==> src/hw/rtl/uics_pkg.sv <==
// Shared constants and types for the UDP/IPv4 checksum stream unit.
// No dependencies; compiled first.
`default_nettype none

package uics_pkg;

    localparam int unsigned C_POS_W  = 17;
    localparam int unsigned C_WORD_W = 16;
    localparam int unsigned C_BYTE_W = 8;
    localparam int unsigned C_SUM_W  = 19;  // room for seven 16-bit operands

    typedef logic [C_POS_W-1:0]  t_pos;
    typedef logic [C_WORD_W-1:0] t_word16;
    typedef logic [C_BYTE_W-1:0] t_byte;

    // Packet byte positions of interest
    localparam t_pos C_POS_MAX      = 17'h1FFFF;
    localparam t_pos C_ADDR_START   = 17'd12;   // source address, first byte
    localparam t_pos C_UDP_START    = 17'd20;   // first datagram byte
    localparam t_pos C_LEN_HI_POS   = 17'd24;
    localparam t_pos C_LEN_LO_POS   = 17'd25;
    localparam t_pos C_CKS_HI_POS   = 17'd26;   // UDP checksum field, high byte
    localparam t_pos C_CKS_LO_POS   = 17'd27;   // UDP checksum field, low byte

    localparam t_word16 C_PROTO_UDP = 16'd17;

endpackage : uics_pkg

`default_nettype wire

==> src/hw/rtl/uics_if.sv <==
// Valid/ready channel interfaces: packet bytes in, checksum results out.
// Depends on uics_pkg.
`default_nettype none

interface uics_byte_if
    import uics_pkg::*;
();
    logic  valid;
    logic  ready;
    t_byte data_byte;
    logic  last_byte;

    modport source (output valid, output data_byte, output last_byte, input ready);
    modport sink   (input valid, input data_byte, input last_byte, output ready);
endinterface : uics_byte_if

interface uics_result_if
    import uics_pkg::*;
();
    logic    valid;
    logic    ready;
    t_word16 checksum;
    logic    truncated;

    modport source (output valid, output checksum, output truncated, input ready);
    modport sink   (input valid, input checksum, input truncated, output ready);
endinterface : uics_result_if

`default_nettype wire

==> src/hw/rtl/udp_ipv4_checksum_stream_unit.sv <==
// Top level of the UDP/IPv4 checksum stream unit.
// Depends on uics_pkg, uics_if, uics_in_reg and uics_sum.
//
// Usage:
//   i_byte   carries one packet as a stream of words, one byte per word: a
//            20-byte IPv4 header without options, then the UDP datagram.
//            last_byte marks the final word of a packet.
//   o_result carries one word per packet: the inverted ones' complement sum
//            of the pseudoheader and the datagram (checksum field as zero),
//            and a truncated flag when the packet ends before the UDP length
//            is covered. A packet ending before the length field gives
//            checksum zero with truncated set.
// Throughput: one input word per cycle, sustained across packet boundaries.
//   The only stall on i_byte is a final word meeting an untaken result.
// Path: a final word is held in the input register, whose word the
//   accumulate stage folds into the result reg.
// Stall: a held result keeps its value until taken; non-final words keep
//   flowing meanwhile, so only the next packet's final word waits.
// Reset: i_rst_n synchronous, active low; clears the input and result
//   valids and all per-packet state. Packet state also clears after each
//   final word.
`default_nettype none

module udp_ipv4_checksum_stream_unit
    import uics_pkg::*;
(
    input  wire           i_clk,
    input  wire           i_rst_n,
    uics_byte_if.sink     i_byte,
    uics_result_if.source o_result
);

    // registered word between input stage and accumulator
    uics_byte_if w_byte ();

    uics_in_reg u_in_reg (
        .i_clk   (i_clk),
        .i_rst_n (i_rst_n),
        .i_byte  (i_byte),
        .o_byte  (w_byte.source)
    );

    // accumulate, track packet position, hold the result word
    uics_sum u_sum (
        .i_clk    (i_clk),
        .i_rst_n  (i_rst_n),
        .i_byte   (w_byte.sink),
        .o_result (o_result)
    );

endmodule : udp_ipv4_checksum_stream_unit

`default_nettype wire

==> src/hw/rtl/uics_in_reg.sv <==
// Input register stage for the byte channel.
// Depends on uics_pkg and uics_byte_if.
`default_nettype none

module uics_in_reg
    import uics_pkg::*;
(
    input  wire         i_clk,
    input  wire         i_rst_n,
    uics_byte_if.sink   i_byte,
    uics_byte_if.source o_byte
);

    logic  r_valid;
    t_byte r_data;
    logic  r_last;

    // take a new word when empty or when the held one moves on
    assign i_byte.ready = !r_valid || o_byte.ready;

    always_ff @(posedge i_clk) begin
        if (!i_rst_n) begin
            r_valid <= 1'b0;
        end else if (i_byte.valid && i_byte.ready) begin
            r_valid <= 1'b1;
        end else if (o_byte.ready) begin
            r_valid <= 1'b0;
        end
    end

    always_ff @(posedge i_clk) begin
        if (i_byte.valid && i_byte.ready) begin
            r_data <= i_byte.data_byte;
            r_last <= i_byte.last_byte;
        end
    end

    assign o_byte.valid     = r_valid;
    assign o_byte.data_byte = r_data;
    assign o_byte.last_byte = r_last;

endmodule : uics_in_reg

`default_nettype wire

==> src/hw/rtl/uics_sum.sv <==
// Per-byte checksum accumulation, packet state and result register.
// Depends on uics_pkg, uics_byte_if and uics_result_if.
`default_nettype none

module uics_sum
    import uics_pkg::*;
(
    input  wire           i_clk,
    input  wire           i_rst_n,
    uics_byte_if.sink     i_byte,
    uics_result_if.source o_result
);

    t_pos              r_pos;
    t_word16           r_sum;
    t_byte             r_pend;
    t_word16           r_len;
    logic [31:0]       r_head;

    logic              r_out_valid;
    t_word16           r_cks;
    logic              r_trunc;

    logic              fire;
    t_byte             b;
    t_word16           wb;
    t_word16           n_len;
    t_word16           len_eff;
    t_pos              dgram_end;
    logic              in_addr;
    logic              in_dgram;
    t_word16           op_byte;
    t_word16           op_proto;
    t_word16           op_len;
    t_word16           op_w0;
    t_word16           op_w1;
    t_word16           op_w2;
    logic [C_SUM_W-1:0] raw;
    logic [16:0]       fold1;
    t_word16           n_sum;
    t_pos              n_pos;
    logic              n_trunc;
    t_word16           n_cks;

    // a non-final word never needs the result slot
    assign i_byte.ready = !i_byte.last_byte || !r_out_valid || o_result.ready;
    assign fire         = i_byte.valid && i_byte.ready;

    always_comb begin
        b         = i_byte.data_byte;
        wb        = r_pos[0] ? {8'h00, b} : {b, 8'h00};
        n_len     = {r_pend, b};
        len_eff   = (r_pos == C_LEN_LO_POS) ? n_len : r_len;
        dgram_end = {1'b0, r_len} + C_UDP_START;

        in_addr  = (r_pos >= C_ADDR_START) && (r_pos < C_UDP_START);
        in_dgram = (r_pos > C_LEN_LO_POS) && (r_pos < C_POS_MAX) && (r_pos < dgram_end)
                   && (r_pos != C_CKS_HI_POS) && (r_pos != C_CKS_LO_POS);

        op_byte  = (in_addr || in_dgram) ? wb : '0;
        op_proto = '0;
        op_len   = '0;
        op_w0    = '0;
        op_w1    = '0;
        op_w2    = '0;
        // length known: add pseudoheader tail and the held UDP header bytes
        if (r_pos == C_LEN_LO_POS) begin
            op_proto = C_PROTO_UDP;
            op_len   = n_len;
            op_w0    = {(n_len >= 16'd1) ? r_head[31:24] : 8'h00,
                        (n_len >= 16'd2) ? r_head[23:16] : 8'h00};
            op_w1    = {(n_len >= 16'd3) ? r_head[15:8]  : 8'h00,
                        (n_len >= 16'd4) ? r_head[7:0]   : 8'h00};
            op_w2    = {(n_len >= 16'd5) ? r_pend        : 8'h00,
                        (n_len >= 16'd6) ? b             : 8'h00};
        end

        raw = {3'b000, r_sum} + {3'b000, op_byte} + {3'b000, op_proto}
            + {3'b000, op_len} + {3'b000, op_w0} + {3'b000, op_w1} + {3'b000, op_w2};
        // end-around carry, twice covers the three carry bits
        fold1 = {1'b0, raw[15:0]} + {14'd0, raw[18:16]};
        n_sum = fold1[15:0] + {15'd0, fold1[16]};

        n_pos = (r_pos < C_POS_MAX) ? r_pos + 17'd1 : r_pos;

        if (n_pos <= C_LEN_LO_POS) begin
            n_trunc = 1'b1;
            n_cks   = '0;
        end else begin
            n_trunc = n_pos < ({1'b0, len_eff} + C_UDP_START);
            n_cks   = ~n_sum;
        end
    end

    always_ff @(posedge i_clk) begin
        if (!i_rst_n) begin
            r_pos  <= '0;
            r_sum  <= '0;
            r_pend <= '0;
            r_len  <= '0;
            r_head <= '0;
        end else if (fire) begin
            if (i_byte.last_byte) begin
                // drop all packet state for the next packet
                r_pos  <= '0;
                r_sum  <= '0;
                r_pend <= '0;
                r_len  <= '0;
                r_head <= '0;
            end else begin
                r_pos <= n_pos;
                r_sum <= n_sum;
                if ((r_pos >= C_UDP_START) && (r_pos < C_LEN_HI_POS)) begin
                    r_head <= {r_head[23:0], b};
                end
                if (r_pos == C_LEN_HI_POS) begin
                    r_pend <= b;
                end
                if (r_pos == C_LEN_LO_POS) begin
                    r_len <= n_len;
                end
            end
        end
    end

    always_ff @(posedge i_clk) begin
        if (!i_rst_n) begin
            r_out_valid <= 1'b0;
        end else if (fire && i_byte.last_byte) begin
            r_out_valid <= 1'b1;
        end else if (o_result.ready) begin
            r_out_valid <= 1'b0;
        end
    end

    always_ff @(posedge i_clk) begin
        if (fire && i_byte.last_byte) begin
            r_cks   <= n_cks;
            r_trunc <= n_trunc;
        end
    end

    assign o_result.valid     = r_out_valid;
    assign o_result.checksum  = r_cks;
    assign o_result.truncated = r_trunc;

`ifndef SYNTHESIS
    a_pos_clear_after_last: assert property (@(posedge i_clk) disable iff (!i_rst_n)
        (fire && i_byte.last_byte) |=> (r_pos == '0))
        else $error("byte position not cleared after final word");

    a_result_from_last: assert property (@(posedge i_clk) disable iff (!i_rst_n)
        $rose(r_out_valid) |-> $past(fire && i_byte.last_byte))
        else $error("result raised without a final word");

    a_sum_zero_before_addr: assert property (@(posedge i_clk) disable iff (!i_rst_n)
        (r_pos <= C_ADDR_START) |-> (r_sum == '0))
        else $error("running sum nonzero before address bytes");
`endif

endmodule : uics_sum

`default_nettype wire

==> src/flat_wrapper.sv <==
// flat-port wrapper written by rule: the top's interface ports become plain ports
module udp_ipv4_checksum_stream_unit_flat import uics_pkg::*;
  (i_clk, i_rst_n, i_byte_valid, i_byte_data_byte, i_byte_last_byte, i_byte_ready, o_result_valid, o_result_checksum, o_result_truncated, o_result_ready);
  uics_byte_if i_byte_i ();
  uics_result_if o_result_i ();
  input  wire i_clk;
  input  wire i_rst_n;
  input wire logic [$bits(i_byte_i.valid)-1:0] i_byte_valid;
  input wire logic [$bits(i_byte_i.data_byte)-1:0] i_byte_data_byte;
  input wire logic [$bits(i_byte_i.last_byte)-1:0] i_byte_last_byte;
  output wire logic [$bits(i_byte_i.ready)-1:0] i_byte_ready;
  output wire logic [$bits(o_result_i.valid)-1:0] o_result_valid;
  output wire logic [$bits(o_result_i.checksum)-1:0] o_result_checksum;
  output wire logic [$bits(o_result_i.truncated)-1:0] o_result_truncated;
  input wire logic [$bits(o_result_i.ready)-1:0] o_result_ready;
  assign i_byte_i.valid = i_byte_valid;
  assign i_byte_i.data_byte = i_byte_data_byte;
  assign i_byte_i.last_byte = i_byte_last_byte;
  assign i_byte_ready = i_byte_i.ready;
  assign o_result_valid = o_result_i.valid;
  assign o_result_checksum = o_result_i.checksum;
  assign o_result_truncated = o_result_i.truncated;
  assign o_result_i.ready = o_result_ready;
  udp_ipv4_checksum_stream_unit u_core (.i_clk(i_clk), .i_rst_n(i_rst_n), .i_byte(i_byte_i), .o_result(o_result_i));
endmodule
==> config.mk <==
export PLATFORM = sky130hd
export DESIGN_NAME = udp_ipv4_checksum_stream_unit_flat
export DESIGN_NICKNAME = d
export VERILOG_FILES = /design/src/hw/rtl/uics_pkg.sv /design/src/hw/rtl/uics_if.sv /design/src/hw/rtl/udp_ipv4_checksum_stream_unit.sv /design/src/hw/rtl/uics_in_reg.sv /design/src/hw/rtl/uics_sum.sv /design/src/flat_wrapper.sv
export SDC_FILE = /design/constraint.sdc
export NUM_CORES = 1
export LEC_CHECK = 0
export BUFFER_PORTS_ARGS = -buffer_cell sky130_fd_sc_hd__buf_4
export CORE_UTILIZATION = 45
export DETAILED_ROUTE_END_ITERATION = 8
export PLACE_DENSITY = 0.58
export SLEW_MARGIN = 20
export SYNTH_ARGS = -nofsm -noshare
export SYNTH_HDL_FRONTEND = slang
export SYNTH_HIERARCHICAL = 1
export SYNTH_SLANG_ARGS = --single-unit
==> constraint.sdc <==
create_clock -name i_clk -period 15.7 [get_ports i_clk]
set_input_delay 1.57 -clock i_clk [delete_from_list [all_inputs] [get_ports i_clk]]
set_output_delay 1.57 -clock i_clk [all_outputs]
set_load 0.1 [all_outputs]
==> impl_metrics.env, run 1 <==
export IMPL_synth_net_count=1294
export IMPL_wire_per_inst_um=19.15
export IMPL_ys_warnings_count=6
export IMPL_postSynth_asyncResetShare=0
export IMPL_core_um2=21760
export IMPL_reg2reg_to="u_core/u_sum/o_result.checksum[14]$_SDFFCE_PP0P_"
export IMPL_io_pins=32
export IMPL_root_buffer="clkbuf_16"
export IMPL_grt_overflow_total=0
export IMPL_rr_startpoint="u_core/u_sum/r_len[2]$_SDFFE_PN0P_"
export IMPL_vias=8110
export IMPL_syn_inst=1140
export IMPL_track_usage=0.2533
export IMPL_ir_drop_mv=0.05032
export IMPL_crit_type="flop to flop"
export IMPL_cts_htree_levels=4
export IMPL_path_clk_slew_ns=0.06
export IMPL_cpMostUsedCell="nor2_1"
export IMPL_min_path_type="flop to flop"
export IMPL_crit_required_ns=15.84
export IMPL_worst_path_stages=47
export IMPL_synth_commonest_cells="nand2_1, nor2b_1, dfxtp_1"
export IMPL_drt_wl_total_mm=27.29
export IMPL_cts_resized=0
export IMPL_die_h_um=150.7
export IMPL_grt_max_degree=95
export IMPL_synth_distinct_cells=71
export IMPL_outcome="finished, final reports clean"
export IMPL_die_area_um2=22710
export IMPL_drtPass1Iterations=5
export IMPL_num_rows=54
export IMPL_cts_setup_buffers=0
export IMPL_placed_area_um2=10350
export IMPL_synthToLayoutAreaGrowth_pct=10.59
export IMPL_worst_slew_pin_slew_ns=1.101
export IMPL_routed_via_density=5.691
export IMPL_antenna_found_initial=0
export IMPL_power_density_nw_per_um2=71.47
export IMPL_clockBufferDepth=2
export IMPL_setup_violations=0
export IMPL_ys_flop_type="dfxtp_1"
export IMPL_ys_top_cells_by_area="dfxtp_1, fa_1, ha_1, edfxtp_1, a22oi_1"
export IMPL_place_inst=1393
export IMPL_syn_area_per_cell_um2=8.729
export IMPL_r2r_slack_ns=3.89
export IMPL_dp_hpwl_mm=20.54
export IMPL_final_layout_size_suffix_gt1_frac=0.08210
export IMPL_cts_num_sinks=117
export IMPL_gp_congestion=0.8868
export IMPL_hold_viol=0
export IMPL_drv_slew=0
export IMPL_synth_top_area_frac=0.1831
export IMPL_synth_most_common_cell="nand2_1"
export IMPL_synth_largest_area_cell="dfxtp_1"
export IMPL_cpMaxStageDelayCell="or4_1"
export IMPL_start_util=0.4574
export IMPL_finalSetupTns_ns=0
export IMPL_final_util=0.5058
export IMPL_fmax_ghz=0.08467
export IMPL_cp_max_fo=16
export IMPL_clock_skew_ns=0.009773
export IMPL_worstPathArrival_ns=11.95
export IMPL_drc=0
export IMPL_synth_seq_cells=117
export IMPL_grt_first_pass_wirelength_mm=43.25
export IMPL_syn_area_um2=9951
export IMPL_finalNonFillerCells=1425
export IMPL_drv_cap=0
export IMPL_path_buf_inv=3
export IMPL_finalInstanceArea_um2=11000
export IMPL_n_antenna_cell=0
export IMPL_die_x_um=150.7
export IMPL_slew_limit_headroom=0.2597
export IMPL_p_total_uw=786.5
export IMPL_io_buffer_count=31
export IMPL_total_leakage_power_uw=0.004490
export IMPL_layout_worst_path_cycle_share=0.7523
export IMPL_numCtsBuffers=17
export IMPL_rsz0062_at_grt="false"
export IMPL_synth_edf_count=26
export IMPL_worstHoldPathCells=2
export IMPL_ys_seq_area_frac=0.2615
export IMPL_reg2reg_depth=47
export IMPL_cpPeakStageDelay_ns=0.57
export IMPL_cts_tree="built"
export IMPL_ant_nets=0
export IMPL_nNetsFinal=1286
export IMPL_endpoint_kind="flop"
export IMPL_hold_path_startpoint="u_core/u_sum/r_sum[13]$_SDFFE_PN0P_"
export IMPL_worstSetupStartpoint="u_core/u_sum/r_len[2]$_SDFFE_PN0P_"
export IMPL_critPathTopFamily="simple AND/OR/NAND/NOR gates"
export IMPL_insertion_delay_ns=0.42
export IMPL_fillers=2111
export IMPL_grt_pass1_vias=7686
export IMPL_ctsHoldBuffers=0
export IMPL_hold_path_end="u_core/u_sum/r_sum[13]$_SDFFE_PN0P_"
export IMPL_drt_first_iter_violations=538
export IMPL_min_period_ns=11.81
export IMPL_setup_worst_path_start_class="flop"
[flip-flops by register name, summed over array words and instances (netlist names)]
name	cells
u_core/u_sum/r_pend	8
u_core/u_sum/r_pos	17
u_core/u_sum/r_len	16
u_core/u_sum/r_sum	16
u_core/u_in_reg/o_byte.data_byte	8
u_core/u_sum/o_result.checksum	16
u_core/u_sum/o_result.truncated	1
u_core/u_sum/o_result.valid	1
u_core/u_sum/r_head	32
u_core/u_in_reg/o_byte.valid	1
u_core/u_in_reg/o_byte.last_byte	1
[metrics by stage]
step	hold slack (ns)	setup slack, ns
global route	0.5128	2.996
CTS	0.4980	3.854
detailed placement	0.4885	3.876
floorplan	0.4376	4.516
global placement	0.4762	4.070
finish	0.4952	3.889
[area by class of cell]
| type | instances | area [um2] | area share |
|---|---|---|---|
| multi-input combinational | 869 | 6774 | 0.6156 |
| sequential | 117 | 2603 | 0.2365 |
| clock buffer | 18 | 429.2 | 0.03900 |
| tap | 280 | 350.3 | 0.03184 |
| inverter | 87 | 326.6 | 0.02968 |
| timing repair buffer | 40 | 300.3 | 0.02729 |
| clock inverter | 14 | 221.5 | 0.02013 |
[worst min-delay path, cell delays in order (launching register included)]
cell	delay, ns
dfxtp_1	0.33
nand3_1	0.07
o21ai_1	0.05
[logic make-up after synthesis]
| group | after synthesis | synth area share |
|---|---|---|
| compound gates | 227 | 0.1578 |
| xor+xnor | 76 | 0.06828 |
| fa+ha+maj | 141 | 0.2263 |
| buf+inv | 154 | 0.05972 |
| flops | 117 | 0.2615 |
| mux | 4 | 0.004024 |
| simple gates | 421 | 0.2223 |
[cell usage in the layout (no fill, tap or decap), types with 45 or more instances in the layout]
cell type  count
fa_1          65
nor2_1        64
dfxtp_1       91
nor2b_1       91
nand2_1      108
inv_1         86
ha_1          76
a22oi_1       80
nand3_1       45
[worst max path at each step]
stage                                                                   to  slack (ns)
final                     u_core/u_sum/o_result.checksum[14]$_SDFFCE_PP0P_        3.89
after global routing      u_core/u_sum/o_result.checksum[14]$_SDFFCE_PP0P_        3.00
after CTS                 u_core/u_sum/o_result.checksum[14]$_SDFFCE_PP0P_        3.85
after detailed placement  u_core/u_sum/o_result.checksum[14]$_SDFFCE_PP0P_        3.88
after global placement    u_core/u_sum/o_result.checksum[14]$_SDFFCE_PP0P_        4.07
after floorplan           u_core/u_sum/o_result.checksum[14]$_SDFFCE_PP0P_        4.52
[metal layers]
| layer | routed length [um] | global-route usage | up-vias |
|---|---|---|---|
| met2 | 12460 | 0.3906 | 196 |
| met3 | 1205 | 0.03909 | 14 |
| met1 | 13380 | 0.3711 | 3973 |
| met4 | 250 | 0.05550 | 0 |
| met5 | 0 | 0 | - |
| li1 | - | - | 3927 |
[power breakdown]
| group | leakage, uW | internal, uW | switching (uW) |
|---|---|---|---|
| sequential | 0.000979 | 310 | 6.50 |
| combinational | 0.00319 | 9.40 | 21.0 |
| clock | 0.000316 | 284 | 156 |
| total | 0.00449 | 603 | 183 |
Note: power is estimated with default switching activity, not from simulation.
==> run 2, diff against run 1 <==
--- a/config.mk
+++ b/config.mk
@@ -8,7 +8,7 @@
 export BUFFER_PORTS_ARGS = -buffer_cell sky130_fd_sc_hd__buf_4
 export CORE_UTILIZATION = 45
 export DETAILED_ROUTE_END_ITERATION = 8
-export PLACE_DENSITY = 0.58
+export PLACE_DENSITY = 0.6
 export SLEW_MARGIN = 20
 export SYNTH_ARGS = -nofsm -noshare
 export SYNTH_HDL_FRONTEND = slang
==> constraint.sdc (replaced) <==
create_clock -name i_clk -period 10.3 [get_ports i_clk]
set_input_delay 1.03 -clock i_clk [delete_from_list [all_inputs] [get_ports i_clk]]
set_output_delay 1.03 -clock i_clk [all_outputs]
set_load 0.1 [all_outputs]
==> impl_metrics.env, run 2 (synthesized netlist as in run 1, its figures left out) <==
export IMPL_vias=8429
export IMPL_final_common_cell="buf_4"
export IMPL_rsz0062_at_grt="true"
export IMPL_violations="negative setup slack"
export IMPL_gp_congestion=0.8882
export IMPL_ir_drop_mv=0.1026
export IMPL_die_h_um=150.7
export IMPL_numCtsBuffers=17
export IMPL_hold_viol=0
export IMPL_grt_pass1_vias=8066
export IMPL_seqCellArea_um2=2610
export IMPL_min_period_ns=10.38
export IMPL_io_buffer_count=31
export IMPL_insertion_delay_ns=0.42
export IMPL_clockBufferDepth=2
export IMPL_die_area_um2=22710
export IMPL_drtPass1Iterations=5
export IMPL_cts_num_sinks=117
export IMPL_fillers=1982
export IMPL_worst_path_stages=49
export IMPL_n_antenna_cell=0
export IMPL_p_int_uw=825.2
export IMPL_clock_skew_ns=0.008854
export IMPL_worstHoldPathCells=2
export IMPL_critPathTopFamily="simple AND/OR/NAND/NOR gates"
export IMPL_crit_type="flop to flop"
export IMPL_dp_hpwl_mm=21.48
export IMPL_pre_cts_ws_ns=-0.1208
export IMPL_ant_nets=0
export IMPL_drc=0
export IMPL_num_rows=54
export IMPL_cpPeakStageDelay_ns=0.58
export IMPL_netSwitchingFraction=0.2636
export IMPL_wire_per_inst_um=19.10
export IMPL_path_buf_inv=4
export IMPL_r2r_slack_ns=-0.08
export IMPL_cts_tree="built"
export IMPL_cts_htree_levels=4
export IMPL_drv_cap=0
export IMPL_path_clk_slew_ns=0.06
export IMPL_p_comb_frac=0.046
export IMPL_pwr_share_clk=0.527
export IMPL_track_usage=0.2604
export IMPL_antenna_found_initial=0
export IMPL_power_switching_uw=295.4
export IMPL_layout_worst_path_cycle_share=1.008
export IMPL_hold_path_startpoint="u_core/u_sum/r_sum[13]$_SDFFE_PN0P_"
export IMPL_reg2reg_to="u_core/u_sum/o_result.checksum[14]$_SDFFCE_PP0P_"
export IMPL_drt_wl_total_mm=28.64
export IMPL_largest_register_ffs=32
export IMPL_power_frac_seq=0.427
export IMPL_final_util=0.5473
export IMPL_core_um2=21760
export IMPL_root_buffer="clkbuf_16"
export IMPL_top_register="u_core/u_sum/r_head"
export IMPL_slew_limit_headroom=0.3060
export IMPL_setup_violations=4
export IMPL_final_cell_mix="buf_4, nand2_1, nor2b_1"
export IMPL_min_path_type="flop to flop"
export IMPL_final_layout_size_suffix_gt1_frac=0.1879
export IMPL_placed_area_um2=10960
export IMPL_routed_via_density=5.623
export IMPL_nNetsFinal=1360
export IMPL_reg2reg_depth=49
export IMPL_crit_required_ns=10.44
export IMPL_grt_overflow_total=0
export IMPL_cp_max_fo=6
export IMPL_start_util=0.4574
export IMPL_grt_first_pass_wirelength_mm=44.53
export IMPL_hold_path_end="u_core/u_sum/r_sum[13]$_SDFFE_PN0P_"
export IMPL_worstPathArrival_ns=10.52
export IMPL_endpoint_kind="flop"
export IMPL_power_density_nw_per_um2=94.12
export IMPL_io_pins=32
export IMPL_multi_input_area_um2=7184
export IMPL_timing_final_ws_setup_ns=-0.08031
export IMPL_outcome="complete, but fails checks"
export IMPL_reg_top3="u_core/u_sum/r_head: 32 flops, u_core/u_sum/r_pos: 17 flops"
export IMPL_cpMaxStageDelayCell="fa_1"
export IMPL_grt_max_degree=95
export IMPL_setup_worst_path_start_class="flop"
export IMPL_finalSetupTns_ns=-0.1914
export IMPL_fmax_ghz=0.09634
export IMPL_finalInstanceArea_um2=11910
export IMPL_worst_slew_pin_slew_ns=1.032
export IMPL_drt_first_iter_violations=441
export IMPL_die_x_um=150.7
export IMPL_ctsHoldBuffers=0
export IMPL_total_leakage_power_uw=0.004911
export IMPL_rr_startpoint="u_core/u_sum/r_len[2]$_SDFFE_PN0P_"
export IMPL_drv_slew=0
export IMPL_synthToLayoutAreaGrowth_pct=19.65
## run 2: cell count changes in the layout (fill, tap and decap cells not counted), sizes merged
cell and delta:
clkinvlp +1, clkbuf -1, clkinv +1, inv +3, bufinv -4, buf +74
## run 2: worst max-delay path by stage
stage / from / to / slack [ns]
4_1_cts: u_core/u_sum/r_len[3]$_SDFFE_PN0P_ / u_core/u_sum/o_result.checksum[15]$_SDFFCE_PP0P_ / 0.02
3_3_place_gp: u_core/u_sum/r_len[2]$_SDFFE_PN0P_ / u_core/u_sum/o_result.checksum[14]$_SDFFCE_PP0P_ / 0.01
5_1_grt: u_core/u_sum/r_len[3]$_SDFFE_PN0P_ / u_core/u_sum/o_result.checksum[14]$_SDFFCE_PP0P_ / -0.58
3_5_place_dp: u_core/u_sum/r_len[3]$_SDFFE_PN0P_ / u_core/u_sum/o_result.checksum[12]$_SDFFCE_PP0P_ / -0.12
6_report: u_core/u_sum/r_len[2]$_SDFFE_PN0P_ / u_core/u_sum/o_result.checksum[14]$_SDFFCE_PP0P_ / -0.08
2_1_floorplan: u_core/u_sum/r_len[2]$_SDFFE_PN0P_ / u_core/u_sum/o_result.checksum[14]$_SDFFCE_PP0P_ / -0.07
## run 2: area by class of cell
class / instances / share of cell area
clock inverter: 15 / 0.01198
multi-input combinational: 869 / 0.6034
inverter: 87 / 0.02743
sequential: 117 / 0.2192
clock buffer: 17 / 0.03573
tap: 280 / 0.02942
timing repair buffer: 114 / 0.07282
## run 2: repair_timing
action                                  4_1_cts  5_1_grt
buffers inserted                              1       10
gates resized for setup                       2       49
endpoints found under the setup margin        7       21
pin swaps                                     9       45
## run 2: worst reg2reg max path, delay by kind of cell, from the launching register on
family	cells	cell delay, ns
buf+inv	4	0.41
xor+xnor	2	0.27
simple gates	23	4.29
compound gates	11	1.72
fa+ha+maj	9	3.02
flops	1	0.36
## run 2: power by group through the flow
stage / registers (uW) / clock network [uW] / logic [uW]
after CTS: 479 / 603 / 51.0
final: 479 / 591 / 51.1
after detailed placement: 489 / 0 / 50.9
after global placement: 489 / 0 / 50.9
after global routing: 479 / 624 / 54.2
after floorplan: 495 / 0 / 25.3
## run 2: routing by layer
| layer | global-route usage | wire (um) | vias to the layer above |
|---|---|---|---|
| li1 | - | - | 4061 |
| met1 | 0.3598 | 13210 | 4079 |
| met2 | 0.3940 | 12860 | 243 |
| met3 | 0.06667 | 1871 | 46 |
| met4 | 0.08450 | 693 | 0 |
| met5 | 0.006818 | 0 | - |
## run 2: stage by stage
| stage | power (uW) | hold WS (ns) | std cells |
|---|---|---|---|
| floorplan | 520.7 | 0.4376 | 1140 |
| global placement | 539.7 | 0.4733 | 1457 |
| detailed placement | 539.7 | 0.4842 | 1457 |
| CTS | 1132 | 0.4950 | 1490 |
| global route | 1157 | 0.5438 | 1499 |
| finish | 1121 | 0.4934 | 1499 |
